File: src/rtl/core/tli_pkg.sv
// ----------------------------------------------------------------------------
// TTY line input discipline package
// Item types, command and status codes, character constants.
// ----------------------------------------------------------------------------
package tli_pkg;

	localparam logic [1:0] CMD_KEY     = 2'd0;
	localparam logic [1:0] CMD_READ    = 2'd1;
	localparam logic [1:0] CMD_SERVICE = 2'd2;

	localparam logic [2:0] STS_QUEUED    = 3'd0;
	localparam logic [2:0] STS_DROPPED   = 3'd1;
	localparam logic [2:0] STS_IGNORED   = 3'd2;
	localparam logic [2:0] STS_ARMED     = 3'd3;
	localparam logic [2:0] STS_EMPTY     = 3'd4;
	localparam logic [2:0] STS_CONSUMED  = 3'd5;
	localparam logic [2:0] STS_DISCARDED = 3'd6;

	localparam logic REG_ENTER     = 1'b0;
	localparam logic REG_BACKSPACE = 1'b1;

	localparam logic [8:0] ENTER_RESET     = 9'd284;
	localparam logic [8:0] BACKSPACE_RESET = 9'd270;
	localparam int         SPECIAL_BIT     = 8;

	localparam logic [7:0] CH_NEWLINE     = 8'h0A;
	localparam logic [7:0] CH_BACKSPACE   = 8'h08;
	localparam logic [7:0] CH_FIRST_PRINT = 8'h20;
	localparam logic [7:0] CH_LAST_PRINT  = 8'h7E;

	typedef enum logic {
		S_IDLE,
		S_POP
	} state_t;

	typedef struct packed {
		logic [1:0]  command;
		logic [8:0]  key_code;
		logic [11:0] request_count;
		logic [7:0]  requester;
	} in_item_t;

	typedef struct packed {
		logic [2:0]  status;
		logic        echo_valid;
		logic [7:0]  char_out;
		logic        store_valid;
		logic [11:0] store_index;
		logic        read_done;
		logic [11:0] done_count;
		logic [7:0]  requester_out;
	} out_item_t;

	typedef struct packed {
		logic [7:0]  ch;
		logic [11:0] remaining;
		logic [11:0] delivered;
		logic [7:0]  reader;
	} edit_ctx_t;

	typedef struct packed {
		out_item_t   item;
		logic [11:0] remaining;
		logic [11:0] delivered;
	} edit_res_t;

endpackage

File: src/rtl/core/tli_queue_mem.sv
// ----------------------------------------------------------------------------
// TTY line input discipline character queue memory
// One write port, one read port with registered read data.
// ----------------------------------------------------------------------------
module tli_queue_mem #(
	parameter int QUEUE_DEPTH = 256,
	parameter int AW          = $clog2(QUEUE_DEPTH)
) (
	input  logic          clk,
	input  logic          wr_en,
	input  logic [AW-1:0] wr_addr,
	input  logic [7:0]    wr_data,
	input  logic          rd_en,
	input  logic [AW-1:0] rd_addr,
	output logic [7:0]    rd_data
);

	logic [7:0] mem [QUEUE_DEPTH];
	logic [7:0] rd_data_q;

	always_ff @(posedge clk) begin
		if (wr_en) begin
			mem[wr_addr] <= wr_data;
		end
	end

	always_ff @(posedge clk) begin
		if (rd_en) begin
			rd_data_q <= mem[rd_addr];
		end
	end

	assign rd_data = rd_data_q;

endmodule

File: src/rtl/core/tli_edit.sv
// ----------------------------------------------------------------------------
// TTY line input discipline line editor
// Applies the editing rules to one popped character and the pending read.
// ----------------------------------------------------------------------------
module tli_edit
	import tli_pkg::*;
(
	input  edit_ctx_t ctx,
	output edit_res_t res
);

	logic        printable;
	logic [11:0] rem_n;
	logic [11:0] del_n;

	assign printable = (ctx.ch >= CH_FIRST_PRINT) && (ctx.ch <= CH_LAST_PRINT);

	always_comb begin
		res                = '0;
		res.item.char_out  = ctx.ch;
		rem_n              = ctx.remaining;
		del_n              = ctx.delivered;
		if (ctx.remaining == 12'd0) begin
			res.item.status = STS_DISCARDED;
		end else begin
			res.item.status = STS_CONSUMED;
			if (printable) begin
				res.item.echo_valid  = 1'b1;
				res.item.store_valid = 1'b1;
				res.item.store_index = ctx.delivered;
				del_n                = ctx.delivered + 12'd1;
				rem_n                = ctx.remaining - 12'd1;
			end else if (ctx.ch == CH_BACKSPACE && ctx.delivered != 12'd0) begin
				res.item.echo_valid = 1'b1;
				del_n               = ctx.delivered - 12'd1;
				rem_n               = ctx.remaining + 12'd1;
			end
			if (ctx.ch == CH_NEWLINE || rem_n == 12'd0) begin
				res.item.echo_valid    = 1'b1;
				res.item.read_done     = 1'b1;
				res.item.done_count    = del_n;
				res.item.requester_out = ctx.reader;
				rem_n                  = 12'd0;
			end
		end
		res.remaining = rem_n;
		res.delivered = del_n;
	end

endmodule

File: src/rtl/core/tty_line_input_discipline.sv
// ----------------------------------------------------------------------------
// TTY line input discipline
// Cooked-mode keyboard input: key queue, read arming and line editing.
// ----------------------------------------------------------------------------
//   channel  handshake           payload
//   in       in_valid/in_stall   in_data   (in_item_t)
//   out      out_valid/out_stall out_data  (out_item_t)
//   cfg      cfg_we              cfg_index, cfg_wdata
//
// Key, read, unused and empty-queue service items load the output register
// directly; a popping service item first goes through the queue memory's
// registered read port. Each item gives one result held in an output register;
// the input stalls while that register holds a result that the receiver stalls.
// Reset clears pointers, counts and the pending read and restores the key
// codes to their defaults; the queue memory is not cleared.
module tty_line_input_discipline
	import tli_pkg::*;
#(
	parameter int QUEUE_DEPTH = 256
) (
	input  logic      clk,
	input  logic      arst_n,
	input  logic      in_valid,
	output logic      in_stall,
	input  in_item_t  in_data,
	output logic      out_valid,
	input  logic      out_stall,
	output out_item_t out_data,
	input  logic      cfg_we,
	input  logic      cfg_index,
	input  logic [8:0] cfg_wdata
);

	localparam int AW = $clog2(QUEUE_DEPTH);
	localparam int CW = $clog2(QUEUE_DEPTH + 1);

	state_t      state_q, state_d;
	logic [8:0]  enter_q, bksp_q;
	logic [AW-1:0] wr_ptr_q, rd_ptr_q;
	logic [CW-1:0] count_q;
	logic [11:0] remaining_q, delivered_q;
	logic [7:0]  reader_q;
	logic        res_valid_q;
	out_item_t   res_q;

	logic        slot_free, pop_commit, accept, svc_pop, push, res_load, full;
	logic        key_ok;
	logic [7:0]  key_ch, rd_data;
	out_item_t   imm_item;
	edit_ctx_t   ctx;
	edit_res_t   ed;

	assign slot_free = !res_valid_q || !out_stall;
	assign accept    = in_valid && !in_stall;
	assign full      = count_q == CW'(QUEUE_DEPTH);
	assign svc_pop   = accept && in_data.command == CMD_SERVICE && count_q != '0;
	assign push      = accept && in_data.command == CMD_KEY && key_ok && !full;
	assign res_load  = pop_commit || (accept && !svc_pop);

	always_comb begin
		state_d = state_q;
		unique case (state_q)
			S_IDLE: if (svc_pop) state_d = S_POP;
			S_POP:  if (slot_free) state_d = S_IDLE;
		endcase
	end

	always_comb begin
		in_stall   = 1'b1;
		pop_commit = 1'b0;
		unique case (state_q)
			S_IDLE: in_stall = !slot_free;
			S_POP:  pop_commit = slot_free;
		endcase
	end

	always_comb begin
		key_ok = 1'b1;
		key_ch = in_data.key_code[7:0];
		priority if (!in_data.key_code[SPECIAL_BIT]) begin
			key_ch = in_data.key_code[7:0];
		end else if (in_data.key_code == enter_q) begin
			key_ch = CH_NEWLINE;
		end else if (in_data.key_code == bksp_q) begin
			key_ch = CH_BACKSPACE;
		end else begin
			key_ok = 1'b0;
		end
	end

	always_comb begin
		imm_item = '0;
		unique case (in_data.command)
			CMD_KEY: begin
				if (!key_ok) imm_item.status = STS_IGNORED;
				else if (full) imm_item.status = STS_DROPPED;
				else imm_item.status = STS_QUEUED;
			end
			CMD_READ:    imm_item.status = STS_ARMED;
			CMD_SERVICE: imm_item.status = STS_EMPTY;
			default:     imm_item.status = STS_IGNORED;
		endcase
	end

	tli_queue_mem #(
		.QUEUE_DEPTH(QUEUE_DEPTH),
		.AW         (AW)
	) u_mem (
		.clk    (clk),
		.wr_en  (push),
		.wr_addr(wr_ptr_q),
		.wr_data(key_ch),
		.rd_en  (svc_pop),
		.rd_addr(rd_ptr_q),
		.rd_data(rd_data)
	);

	assign ctx = '{ch: rd_data, remaining: remaining_q, delivered: delivered_q,
		reader: reader_q};

	tli_edit u_edit (
		.ctx(ctx),
		.res(ed)
	);

	always_ff @(posedge clk or negedge arst_n) begin
		if (!arst_n) begin
			enter_q <= ENTER_RESET;
			bksp_q  <= BACKSPACE_RESET;
		end else if (cfg_we) begin
			unique case (cfg_index)
				REG_ENTER:     enter_q <= cfg_wdata;
				REG_BACKSPACE: bksp_q  <= cfg_wdata;
			endcase
		end
	end

	always_ff @(posedge clk or negedge arst_n) begin
		if (!arst_n) begin
			state_q     <= S_IDLE;
			wr_ptr_q    <= '0;
			rd_ptr_q    <= '0;
			count_q     <= '0;
			remaining_q <= '0;
			delivered_q <= '0;
			reader_q    <= '0;
			res_valid_q <= 1'b0;
		end else begin
			state_q <= state_d;
			if (push) begin
				wr_ptr_q <= (wr_ptr_q == AW'(QUEUE_DEPTH - 1)) ? '0 : wr_ptr_q + 1'b1;
				count_q  <= count_q + 1'b1;
			end
			if (svc_pop) begin
				rd_ptr_q <= (rd_ptr_q == AW'(QUEUE_DEPTH - 1)) ? '0 : rd_ptr_q + 1'b1;
				count_q  <= count_q - 1'b1;
			end
			if (accept && in_data.command == CMD_READ) begin
				remaining_q <= in_data.request_count;
				delivered_q <= '0;
				reader_q    <= in_data.requester;
			end
			if (pop_commit) begin
				remaining_q <= ed.remaining;
				delivered_q <= ed.delivered;
			end
			if (res_load) begin
				res_valid_q <= 1'b1;
			end else if (!out_stall) begin
				res_valid_q <= 1'b0;
			end
		end
	end

	always_ff @(posedge clk) begin
		if (res_load) begin
			res_q <= pop_commit ? ed.item : imm_item;
		end
	end

	assign out_valid = res_valid_q;
	assign out_data  = res_q;

endmodule

File: config.mk
export PLATFORM = sky130hd
export DESIGN_NAME = tty_line_input_discipline
export DESIGN_NICKNAME = d
export VERILOG_FILES = /design/src/rtl/core/tli_pkg.sv /design/src/rtl/core/tli_queue_mem.sv /design/src/rtl/core/tli_edit.sv /design/src/rtl/core/tty_line_input_discipline.sv
export SDC_FILE = /design/constraint.sdc
export NUM_CORES = 2
export LEC_CHECK = 0
export BUFFER_PORTS_ARGS = -buffer_cell sky130_fd_sc_hd__buf_2
export CORE_MARGIN = 2
export CORE_UTILIZATION = 57
export DETAILED_ROUTE_END_ITERATION = 8
export PLACE_DENSITY = 0.76
export SLEW_MARGIN = 20
export SYNTH_ARGS = -nofsm -noshare
export SYNTH_HDL_FRONTEND = slang
export SYNTH_HIERARCHICAL = 1
export SYNTH_SLANG_ARGS = --single-unit
File: constraint.sdc
create_clock -name clk -period 14.05 [get_ports clk]
set_clock_uncertainty 0.15 [all_clocks]
set_input_delay 0 -clock clk [delete_from_list [all_inputs] [get_ports clk]]
set_output_delay 0 -clock clk [all_outputs]
set_load 0.01 [all_outputs]
==> summary.md <==
| Metric | Value |
|---|---|
| Synth area leader | `edfxtp_1` |
| Synth Cell Area | `86960 um2` |
| Status | `completed` |
| Yosys reg bits | `2179` |
| Static Leak | `30.58 nW` |
| CP max FO | `42` |
| IO buf count | `93` |
| Initial core utilization | `0.5731` |
| First-pass GRT wire length | `308400 um` |
| Synth async-reset ratio | `0.03534` |
| Post-synth EDFFs | `2102` |
| Num CTS Buffers | `201` |
| Placer Congestion | `0.8761` |
| Skew-Pair Late Insertion Delay | `0.84 ns` |
| Final hold vios | `0` |
| CP endpoint kind | `flop` |
| Fin crit period | `5.468 ns` |
| Most frequent cells in the layout | `edfxtp_1, mux4_2, nor2_1` |
| Worst hold slack | `0.05700 ns` |
| Top Ports | `94` |
| Commonest non-fill, non-tap cell in the layout | `edfxtp_1` |
| Seq/Total Area, Yosys | `0.7482` |
| Die area | `155700 um2` |
| Crit-path slowest cell | `nor4_1` |
| Root buffer cell | `clkbuf_16` |
| Worst setup SP type | `flop` |
| Cell Area, Placed | `89120 um2` |
| DR iter-0 viols | `6874` |
| Total of cells resized after clock tree synthesis | `0` |
| Vias in the first global route | `45.24k` |
| Worst reg-to-reg setup slack | `8.58 ns` |
| H-tree lvl count | `4` |
| Final instance area | `96780 um2` |
| Critical Path End | `u_mem/rd_data[1]$_DFFE_PP_` |
| Ratio of cells with drive above 1 in the final layout | `0.2131` |
| Min-delay worst type | `in2async` |
| Crit share post-route | `0.3892` |
| R2r worst-path depth | `8` |
| Fmax | `182.9 MHz` |
| Synth Flop Type | `edfxtp_1` |
| Synth unique cells | `87` |
| Final WL | `209700 um` |
| Vias | `45.81k` |
| Maxcap violations | `0` |
| Worst path cell trace | `buf_4, buf_4, buf_4, mux4_2, a22oi_1, a21oi_1, nor4_1, nor4_1` |
| Max rail drop VDD | `0.1871 mV` |
| Residual DRC | `0` |
| Setup TNS | `0 ns` |
| Crit path DAT | `5.88 ns` |
| Largest net degree at the start of global routing | `256` |
| Post-CTS setup buffers | `0` |
| Max Slew Vio Count | `0` |
| Setup violations, final | `0` |
| GRT overflow | `0` |
| Initial antenna violation count | `2` |
| Pwr/cell area | `171.1 nW/um2` |
| Cells after Synth | `4441` |
| Core ar. | `151700 um2` |
| Final ANT Viol Nets | `0` |
| Slowest stage delay, CP | `0.91 ns` |
| Actual slew at the worst max-slew pin | `1.309 ns` |
| Crit Path Category | `reg2reg` |
| Synthesis Warnings | `6` |
| Crit path from | `rd_ptr_q[0]$_DFFE_PN0P_` |
| Ant diodes | `0` |
| R2R Path Start | `rd_ptr_q[0]$_DFFE_PN0P_` |
| Die width | `394.6 um` |
| Clk sink count | `2179` |
| Hold_buf cts | `120` |
| Overall power | `0.01656 W` |
| Reg2reg end | `u_mem/rd_data[1]$_DFFE_PP_` |
| Top-area cell type share of the netlist area | `0.7259` |
| CTS clock-pin slew for the worst setup and hold paths | `0.06 ns` |
| Routed WL per cell | `30.56 um` |
| Synth top area cells | `edfxtp_1, mux4_2, dfrtp_1, mux2i_1, nor2_1` |
| CTS tree | `built` |
| Drt first pass iters | `7` |
| WP data required | `14.46 ns` |
| Final-layout fill cell count | `9734` |
| Syn avg cell area | `19.58 um2` |
| Max-slew headroom | `0.1270` |
| Clk buf depth | `3` |
| Layout net count | `4723` |
| Final core occ | `0.6379` |
| RSZ-0062 raised after global routing | `no` |
| Die H | `394.6 um` |
| Via density per instance | `6.675` |
| Crit path top cell by count | `buf_4` |
| Area growth syn-to-layout | `11.30%` |
| Post-synth net total | `4502` |
| Row Count | `143` |
| Total track usage | `0.2699` |
| HPWL Detailed | `121600 um` |
metal layers:
layer	GRT usage	vias to the layer above	share of wire
met4	0.1023	0	0.040
met1	0.3770	23717	0.37
met2	0.4214	2993	0.48
met5	0	-	0
li1	-	18643	-
met3	0.06078	459	0.11
cell families (layout without fill, tap and decap cells):
logic type	Yosys count	count (layout)	share of synthesized area
compound gates	509	509	0.04133
xor+xnor	59	59	0.005943
fa+ha+maj	15	15	0.002245
buf+inv	292	684	0.02010
flops	2179	2179	0.7482
mux	643	643	0.1403
other cells	1	1	0.00004313
simple gates	743	743	0.04186
cell usage after synthesis (13+ instances only):
master,n
mux4_2,454
buf_1,25
a22oi_1,135
nand4_1,16
and2_1,67
inv_1,13
a211oi_1,24
xnor2_1,26
nor4_1,36
mux2i_1,148
nor2_1,317
o211ai_1,14
o221ai_1,46
nand3_1,44
edfxtp_1,2102
buf_6,26
ha_1,14
clkbuf_1,134
xor2_1,33
a21oi_1,107
a221oi_1,15
and3_1,13
buf_2,36
nand2_1,106
mux2_2,29
o22ai_1,28
nor3_1,38
buf_8,13
nor2b_1,33
dfrtp_1,69
buf_4,36
o21ai_0,55
sequential cells by signal (all words and copies together), names as in the netlist:
register,count
bksp_q,9
u_mem/rd_data,8
rd_ptr_q,8
enter_q,9
out_data,46
remaining_q,12
wr_ptr_q,8
u_mem/mem,2048
count_q,9
delivered_q,12
reader_q,8
state_q,1
out_valid,1
power breakdown:
| part | total, W | leakage [nW] | switching, W | internal (W) |
|---|---|---|---|---|
| Combinational | 0.00382 | 7.59 | 0.00208 | 0.00175 |
| Clock | 0.00529 | 3.11 | 0.00234 | 0.00295 |
| Sequential | 0.00745 | 19.9 | 0.000192 | 0.00725 |
through the flow:
step                instances  worst slack [ns]
floorplan                4441            0.7402
finish                   6863             8.582
detailed placement       6365             8.637
global route             6863             8.298
global placement         6364             8.539
CTS                      6859             8.602
critical path, delay by kind of cell (launching register included):
family                 cells  cell delay (ns)
multiplexers               1             0.57
flip-flops                 1             0.90
buffers and inverters      3             2.10
AND/OR/NAND/NOR            2             1.01
AO/OA/AOI/OAI              2             0.29
worst min-delay path by stage:
stage	start	endpoint
2_1_floorplan	arst_n	bksp_q[0]$_DFFE_PN0P_
3_3_place_gp	arst_n	bksp_q[4]$_DFFE_PN0P_
3_5_place_dp	arst_n	enter_q[1]$_DFFE_PN0P_
4_1_cts	arst_n	enter_q[1]$_DFFE_PN0P_
5_1_grt	arst_n	enter_q[7]$_DFFE_PN0P_
6_report	arst_n	enter_q[1]$_DFFE_PN0P_
final cells by class:
cell class / instances / area, um2 / share of cell area
clock buffer: 255 / 5328 / 0.05505
clock inverter: 119 / 1039 / 0.01073
inverter: 14 / 52.55 / 0.0005430
multi-input combinational: 1970 / 20310 / 0.2098
sequential: 2179 / 65070 / 0.6723
tap: 2030 / 2540 / 0.02624
timing repair buffer: 296 / 2445 / 0.02526
Power figures use the tool's default switching activity.
